## src/hw/rtl/modbus_rtu_register_slave_macros.svh

```systemverilog
// assertion macros for the modbus rtu register slave
`ifndef MODBUS_RTU_REGISTER_SLAVE_MACROS_SVH
`define MODBUS_RTU_REGISTER_SLAVE_MACROS_SVH

// same-cycle implication, disabled while in reset
`define MRS_ASSERT_IMP(label, clk, rst_n, ante, cons) \
  label: assert property (@(posedge clk) disable iff (!rst_n) (ante) |-> (cons)) \
    else $error("mrs assertion failed");

// next-cycle implication, disabled while in reset
`define MRS_ASSERT_NXT(label, clk, rst_n, ante, cons) \
  label: assert property (@(posedge clk) disable iff (!rst_n) (ante) |=> (cons)) \
    else $error("mrs assertion failed");

`endif

```

## src/hw/rtl/mrs_pkg.sv

```systemverilog
// types, codes and helpers for the modbus rtu register slave
package mrs_pkg;

  typedef enum logic [1:0] {
    ST_IDLE,
    ST_LOAD,
    ST_CRC
  } state_t;

  localparam logic [7:0]  FN_READ    = 8'h03;
  localparam logic [7:0]  FN_WRITE   = 8'h10;
  localparam logic [15:0] CRC_INIT   = 16'hFFFF;
  localparam logic [15:0] CRC_POLY   = 16'hA001;
  localparam logic [7:0]  TGT_A      = 8'h04;
  localparam logic [7:0]  TGT_B      = 8'h05;
  localparam logic [7:0]  TGT_C      = 8'h10;
  localparam logic [7:0]  TGT_D      = 8'h11;
  localparam int          SHORT_LEN  = 8;
  localparam int          LONG_LEN   = 11;
  localparam int          FRAME_KEEP = 9;
  localparam logic [7:0]  WRITE_DATA = 8'd6;
  localparam int          NUM_SLOTS  = 4;

  // register index is one of the four writable ones
  function automatic logic is_target(input logic [7:0] idx);
    return (idx == TGT_A) || (idx == TGT_B) || (idx == TGT_C) || (idx == TGT_D);
  endfunction

  // writable registers 4, 5, 16, 17 map onto slots by bits 4 and 0
  function automatic logic [1:0] slot_of(input logic [7:0] idx);
    return {idx[4], idx[0]};
  endfunction

endpackage

```

## src/hw/rtl/modbus_rtu_register_slave.sv

```systemverilog
// modbus rtu holding-register slave: frame capture, reply sequencer, bit-serial crc
// input bytes are accepted only while no reply is being built; a frame completes on its
// last byte. each reply data byte is one load step and eight crc shift steps, the two crc
// bytes one load step each: a read reply is 2*NUM_REGS+5 bytes, a write echo 8.
// the output register lets the next byte be built while the current one waits.
// synchronous active-low reset: slave address 1, registers zero, crc 0xffff, idle.
`include "modbus_rtu_register_slave_macros.svh"

module modbus_rtu_register_slave #(
  parameter int NUM_REGS = 20
) (
  input  logic       clk,
  input  logic       rst_n,
  input  logic       cfg_wr_en,
  input  logic [7:0] cfg_wr_data,
  input  logic       in_valid,
  output logic       in_ready,
  input  logic [7:0] in_rx_byte,
  output logic       out_valid,
  input  logic       out_ready,
  output logic [7:0] out_tx_byte,
  output logic       out_last_byte
);
  import mrs_pkg::*;

  localparam logic [7:0] BYTE_CNT  = 8'((2 * NUM_REGS) % 256);
  localparam logic [7:0] READ_DATA = 8'(2 * NUM_REGS + 3);

  state_t      state_r, state_nxt;
  logic [3:0]  cnt_r, cnt_nxt;
  logic [7:0]  frame_r [FRAME_KEEP];
  logic [7:0]  frame_nxt [FRAME_KEEP];
  logic [15:0] hreg_r [NUM_SLOTS];
  logic [15:0] hreg_nxt [NUM_SLOTS];
  logic [7:0]  slave_r, slave_nxt;
  logic [15:0] crc_r, crc_nxt;
  logic [7:0]  sh_r, sh_nxt;
  logic [2:0]  bit_r, bit_nxt;
  logic [7:0]  k_r, k_nxt;
  logic        is_read_r, is_read_nxt;
  logic [7:0]  out_byte_r, out_byte_nxt;
  logic        out_last_r, out_last_nxt;
  logic        out_valid_r, out_valid_nxt;

  logic        in_xfer;
  logic [3:0]  cnt_inc;
  logic        frame_done;
  logic        addr_ok;
  logic        start_read;
  logic        start_write;
  logic        slot_free;
  logic [7:0]  n_data;
  logic [7:0]  data_byte;
  logic [7:0]  j;
  logic [7:0]  reg_idx;
  logic [15:0] reg_val;
  logic        crc_fb;

  assign in_ready      = (state_r == ST_IDLE);
  assign out_valid     = out_valid_r;
  assign out_tx_byte   = out_byte_r;
  assign out_last_byte = out_last_r;

  assign in_xfer    = in_valid && in_ready;
  assign cnt_inc    = cnt_r + 4'd1;
  assign frame_done = (cnt_inc >= 4'(SHORT_LEN)) &&
                      ((frame_r[1] != FN_WRITE) || (cnt_inc == 4'(LONG_LEN)));
  assign addr_ok     = (frame_r[0] == slave_r);
  assign start_read  = in_xfer && frame_done && addr_ok && (frame_r[1] == FN_READ);
  assign start_write = in_xfer && frame_done && addr_ok && (frame_r[1] == FN_WRITE);
  assign slot_free   = !out_valid_r || out_ready;
  assign n_data      = is_read_r ? READ_DATA : WRITE_DATA;
  assign crc_fb      = crc_r[0] ^ sh_r[0];

  // byte k of the reply body
  always_comb begin
    j       = k_r - 8'd3;
    reg_idx = {1'b0, j[7:1]};
    reg_val = is_target(reg_idx) ? hreg_r[slot_of(reg_idx)] : 16'h0000;
    if (k_r == 8'd0) begin
      data_byte = slave_r;
    end else if (k_r == 8'd1) begin
      data_byte = is_read_r ? FN_READ : FN_WRITE;
    end else if (!is_read_r) begin
      data_byte = frame_r[{1'b0, k_r[2:0]}];
    end else if (k_r == 8'd2) begin
      data_byte = BYTE_CNT;
    end else begin
      data_byte = j[0] ? reg_val[7:0] : reg_val[15:8];
    end
  end

  // next state
  always_comb begin
    state_nxt = state_r;
    unique case (state_r)
      ST_IDLE: begin
        if (start_read || start_write) state_nxt = ST_LOAD;
      end
      ST_LOAD: begin
        if (slot_free) begin
          if (k_r < n_data) state_nxt = ST_CRC;
          else if (k_r != n_data) state_nxt = ST_IDLE;
        end
      end
      ST_CRC: begin
        if (bit_r == 3'd7) state_nxt = ST_LOAD;
      end
      default: state_nxt = ST_IDLE;
    endcase
  end

  // datapath and output register
  always_comb begin
    cnt_nxt       = cnt_r;
    frame_nxt     = frame_r;
    hreg_nxt      = hreg_r;
    slave_nxt     = cfg_wr_en ? cfg_wr_data : slave_r;
    crc_nxt       = crc_r;
    sh_nxt        = sh_r;
    bit_nxt       = bit_r;
    k_nxt         = k_r;
    is_read_nxt   = is_read_r;
    out_byte_nxt  = out_byte_r;
    out_last_nxt  = out_last_r;
    out_valid_nxt = out_valid_r && !out_ready;
    unique case (state_r)
      ST_IDLE: begin
        if (in_xfer) begin
          if (cnt_r < 4'(FRAME_KEEP)) frame_nxt[cnt_r] = in_rx_byte;
          cnt_nxt = frame_done ? 4'd0 : cnt_inc;
          if (start_write && is_target(frame_r[3]) && (int'(frame_r[3]) < NUM_REGS)) begin
            hreg_nxt[slot_of(frame_r[3])] = {frame_r[7], frame_r[8]};
          end
          if (start_read || start_write) begin
            crc_nxt     = CRC_INIT;
            k_nxt       = 8'd0;
            is_read_nxt = start_read;
          end
        end
      end
      ST_LOAD: begin
        if (slot_free) begin
          out_valid_nxt = 1'b1;
          out_last_nxt  = 1'b0;
          k_nxt         = k_r + 8'd1;
          if (k_r < n_data) begin
            out_byte_nxt = data_byte;
            sh_nxt       = data_byte;
            bit_nxt      = 3'd0;
          end else if (k_r == n_data) begin
            out_byte_nxt = crc_r[7:0];
          end else begin
            out_byte_nxt = crc_r[15:8];
            out_last_nxt = 1'b1;
          end
        end
      end
      ST_CRC: begin
        // reflected crc, one data bit per cycle, lsb first
        crc_nxt = {1'b0, crc_r[15:1]} ^ (crc_fb ? CRC_POLY : 16'h0000);
        sh_nxt  = {1'b0, sh_r[7:1]};
        bit_nxt = bit_r + 3'd1;
      end
      default: ;
    endcase
  end

  always_ff @(posedge clk) begin
    if (!rst_n) begin
      state_r     <= ST_IDLE;
      cnt_r       <= 4'd0;
      hreg_r      <= '{default: 16'h0000};
      slave_r     <= 8'd1;
      crc_r       <= CRC_INIT;
      bit_r       <= 3'd0;
      k_r         <= 8'd0;
      is_read_r   <= 1'b0;
      out_valid_r <= 1'b0;
      out_last_r  <= 1'b0;
    end else begin
      state_r     <= state_nxt;
      cnt_r       <= cnt_nxt;
      hreg_r      <= hreg_nxt;
      slave_r     <= slave_nxt;
      crc_r       <= crc_nxt;
      bit_r       <= bit_nxt;
      k_r         <= k_nxt;
      is_read_r   <= is_read_nxt;
      out_valid_r <= out_valid_nxt;
      out_last_r  <= out_last_nxt;
    end
  end

  always_ff @(posedge clk) begin
    frame_r    <= frame_nxt;
    sh_r       <= sh_nxt;
    out_byte_r <= out_byte_nxt;
  end

  `MRS_ASSERT_IMP(a_last_ends_reply, clk, rst_n, $rose(out_last_r), state_r == ST_IDLE)
  `MRS_ASSERT_NXT(a_crc_eight_bits, clk, rst_n, (state_r == ST_CRC) && (bit_r == 3'd7), state_r == ST_LOAD)
  `MRS_ASSERT_NXT(a_crc_starts_clean, clk, rst_n, (state_r == ST_LOAD) && (state_nxt == ST_CRC), (bit_r == 3'd0) && out_valid_r && !out_last_r)

endmodule
```

## config.mk

```make
export PLATFORM = sky130hd
export DESIGN_NAME = modbus_rtu_register_slave
export DESIGN_NICKNAME = d
export VERILOG_FILES = /design/src/hw/rtl/mrs_pkg.sv /design/src/hw/rtl/modbus_rtu_register_slave.sv
export VERILOG_INCLUDE_DIRS = /design/src /design/src/hw/rtl
export SDC_FILE = /design/constraint.sdc
export NUM_CORES = 1
export LEC_CHECK = 0
export BUFFER_PORTS_ARGS = -buffer_cell sky130_fd_sc_hd__buf_2
export CAP_MARGIN = 20
export CORE_MARGIN = 2
export CORE_UTILIZATION = 51
export CTS_BUF_LIST = sky130_fd_sc_hd__clkbuf_16
export CTS_CLUSTER_SIZE = 14
export DETAILED_ROUTE_END_ITERATION = 7
export GPL_TIMING_DRIVEN = 0
export PLACE_DENSITY = 0.68
export SYNTH_ARGS = -nofsm -noshare
export SYNTH_HDL_FRONTEND = slang
export SYNTH_SLANG_ARGS = --single-unit
export TNS_END_PERCENT = 100
```

## constraint.sdc

```tcl
create_clock -name clk -period 5.4 [get_ports clk]
set_clock_uncertainty 0.1 [all_clocks]
set_input_delay 0.54 -clock clk [delete_from_list [all_inputs] [get_ports clk]]
set_output_delay 0.54 -clock clk [all_outputs]
set_load 0.1 [all_outputs]
```

==> run_results.csv <==
group,metric,value,unit
worst_setup_path,path_common_cell,"clkbuf_1",
global_route,grt_pass1_wl,33900,um
floorplanning,start_util,51.9,%
global_route,met3_usage,5.07,%
yosys,synth_top_area_cell,"edfxtp_1",
timing,fin_ws,1.18,ns
global_route,grt_max_degree,19,
power,vdd.ir_drop.worst,0.000234,V
yosys,yosysWarnings,0,
worst_setup_path,critPathMaxFanout,10,
yosys,synth_top_area_share,29.6,%
status,status,"finished clean",
finish,area_delta_synth_final,10.8,%
yosys,synth_area,8920,um^2
floorplanning,io_pins,32,
yosys,syn_area_per_cell,11.7,um^2
clock_network,path_clk_slew,0.07,ns
timing,fin_setup_tns,0,ns
clock_network,cts_resized,0,
timing,setup_viol,0,
clock_network,clk_latency,0.44,ns
yosys,synthTopCellsByArea,"edfxtp_1, dfxtp_1, mux2i_1",
routing,viasPerCell,6.03,
clock_network,cts_buffers,17,
global_route,grt.overflow.total,0,
place,pre_cts_ws,1.22,ns
power,power_density,287,nW/um^2
global_route,grt_pass1_vias,6137,
routing,firstDrtPassIters,7,
power,leakagePower,3.75,nW
worst_setup_path,critPathRequiredTime,5.46,ns
worst_setup_path,reg2reg_to,"out_tx_byte[3]",
finish,drive_gt1_share,14.2,%
yosys,synth_flop_cell,"dfxtp_1",
routing,via_count,6339,
worst_setup_path,critical_path.max_stage_delay,0.58,ns
floorplanning,rows,48,
floorplanning,die-width,136,um
yosys,synth_cells,765,
global_route,grt_use_met1,32.9,%
place,dp_hpwl,15900,um
clock_network,h-tree-depth,4,
yosys,syn_nets,801,
min_path,min_to,"slave_r[4]",
clock_network,cts_tree,"built",
global_route,grt_util_all_layers,24.8,%
clock_network,cts_hold_buf,0,
timing,slew_violations,0,
routing,routed_wl,22000,um
worst_setup_path,worstPathCellList,"buf_2 -> clkbuf_1 -> inv_1 -> ha_1 -> clkbuf_1 -> clkbuf_1 -> mux4_2 -> a21oi_1 -> a21o_1 -> a22oi_1",
worst_setup_path,arrival,4.28,ns
yosys,ys_types,60,
timing,final.period_utilization,78.1,%
timing,timing.slew.headroom,39.4,%
worst_setup_path,r2r_cells,10,
global_route,grt_busiest_layer,"met2",
place,io_buffers,29,
yosys,ys_async_sr_fraction,0,%
timing,rsz0062_at_grt,"false",
worst_setup_path,crit_path_end_kind,"register",
worst_setup_path,crit_type,"register to register",
timing,hold_viol,0,
routing,wl_per_cell,20.9,um
worst_setup_path,r2r_start,"k_r[1]",
worst_setup_path,reg2reg_slack,1.18,ns
worst_setup_path,crit_family,"buffers and inverters",
finish,finalNetCount,849,
routing,ant_nets,0,
min_path,hold_class,"primary input to register",
clock_network,root_buffer,"clkbuf_16",
job,max_cap_viol_count,0,
global_route,antenna_found_initial,0,
min_path,holdPathStages,3,
min_path,min-delay-start,"cfg_wr_data[4]",
clock_network,cts.sinks,196,
finish,diodes,0,
routing,drc,0,
clock_network,postCtsSetupBuffers,0,
timing,whs,0.240,ns
floorplanning,die_area,18600,um^2
worst_setup_path,crit_slowest_cell,"clkbuf_1",
timing,max_freq,237,MHz
floorplanning,core_area,17200,um^2
worst_setup_path,crit_buf_inv,5,
timing,worst_slew_pin_slew,0.903,ns
timing,min_period,4.22,ns
clock_network,clock_path_buffers,2,
global_route,grt.met2_usage,41.2,%
yosys,ys_seq_elements,196,
yosys,synth_edf_count,88,
floorplanning,die_height,136,um
routing,drt_iter0_markers,568,
worst_setup_path,cp-start-kind,"register",
place,gp_congestion,0.904,
yosys,ys_seq_area_share,53.9,%
how the worst max path moves through the flow:
stage,startpoint,to,slack (ns),depth (start not counted)
after detailed placement,k_r[1],out_tx_byte[3],1.22,10
after global routing,k_r[1],out_tx_byte[2],1.03,10
final,k_r[1],out_tx_byte[3],1.18,10
after CTS,k_r[1],out_tx_byte[3],1.18,10
after floorplan,state_r[1],hreg_r[10],2.21,9
after global placement,k_r[1],out_tx_byte[7],1.19,10
logic make-up (layout without fill, tap and decap cells):
group	after synthesis	after routing	share of synthesized area (%)
mux	124	124	18.4
buf+inv	60	121	2.90
fa+ha+maj	15	15	2.10
compound gates	114	114	7.94
xor+xnor	20	20	2.05
simple gates	236	236	12.7
flops	196	196	53.9
flip-flops by register name (all words and copies together), names as in the netlist, 2 cells and up:
register,count
frame_r,72
hreg_r,64
crc_r,16
k_r,8
out_tx_byte,8
sh_r,8
slave_r,8
cnt_r,4
bit_r,3
state_r,2
Yosys cell counts, types with 3 or more instances:
| master | instances |
|---|---|
| a211oi_1 | 5 |
| and2_1 | 14 |
| nand2b_1 | 7 |
| mux2i_1 | 84 |
| and3_1 | 4 |
| ha_1 | 15 |
| nor2b_1 | 5 |
| mux4_2 | 26 |
| nor3b_1 | 6 |
| or3_1 | 3 |
| mux2_2 | 10 |
| nand3_1 | 10 |
| dfxtp_1 | 108 |
| a21o_1 | 7 |
| buf_2 | 9 |
| nor3_1 | 30 |
| a21oi_1 | 39 |
| inv_1 | 12 |
| xnor2_1 | 10 |
| edfxtp_1 | 88 |
| xor2_1 | 9 |
| o211ai_1 | 3 |
| a31oi_1 | 6 |
| buf_6 | 3 |
| nor2_1 | 107 |
| mux4_1 | 4 |
| nand4_1 | 6 |
| clkbuf_1 | 33 |
| nand2_1 | 29 |
| o21ai_0 | 33 |
worst register-to-register path, delay by kind of cell, from the launching register on:
family	cells	cell delay (ns)
compound gates	3	0.47
fa+ha+maj	1	0.32
buf+inv	5	2.08
flops	1	0.51
mux	1	0.46
power by group:
part	internal, W	switching (W)
combinational	0.0000339	0.0000593
sequential	0.00156	0.0000135
clock	0.000594	0.000574
layout make-up:
class / count / area (um^2)
Tap cell: 225 / 282
Multi-Input combinational cell: 509 / 3860
Clock inverter: 15 / 105
Sequential cell: 196 / 4800
Fill cell: 1444 / 7290
Timing Repair Buffer: 29 / 145
Buffer: 47 / 210
Clock buffer: 17 / 425
Inverter: 13 / 48.8
cell usage in the layout (no fill, tap or decap), drive strengths merged, types with 3 or more instances in the layout:
master,synthesis,layout
edfxtp,88,88
mux2,10,10
a22oi,4,4
a31oi,6,6
nand2,29,29
nor2,108,108
nor3b,6,6
or3,3,3
and3,4,4
o21ai,35,35
a21o,7,7
nor3,33,33
nand4,6,6
xor2,10,10
a211oi,5,5
nand2b,7,7
nand3,10,10
clkbuf,33,50
inv,12,23
nor2b,5,5
clkinv,1,5
and2,15,15
mux4,30,30
mux2i,84,84
buf,14,43
a21oi,39,39
o211ai,3,3
xnor2,10,10
dfxtp,108,108
ha,15,15
metrics by stage:
step                      power [W]  instances  area, um^2  utilization (%)
after floorplan             0.00166        765        8920                -
after global placement      0.00170       1019        9350             54.4
after detailed placement    0.00170       1019        9350             54.5
after CTS                   0.00285       1051        9880             57.5
after global routing        0.00291       1051        9880             57.5
final                       0.00284       1051        9880             57.5
layer usage:
layer  wire [um]  part of all wire (%)
met1        9110                    41
met2       11000                    50
met3        1470                   6.7
met4         421                   1.9
met5           0                     0
Note: power is estimated with default switching activity, not from simulation.
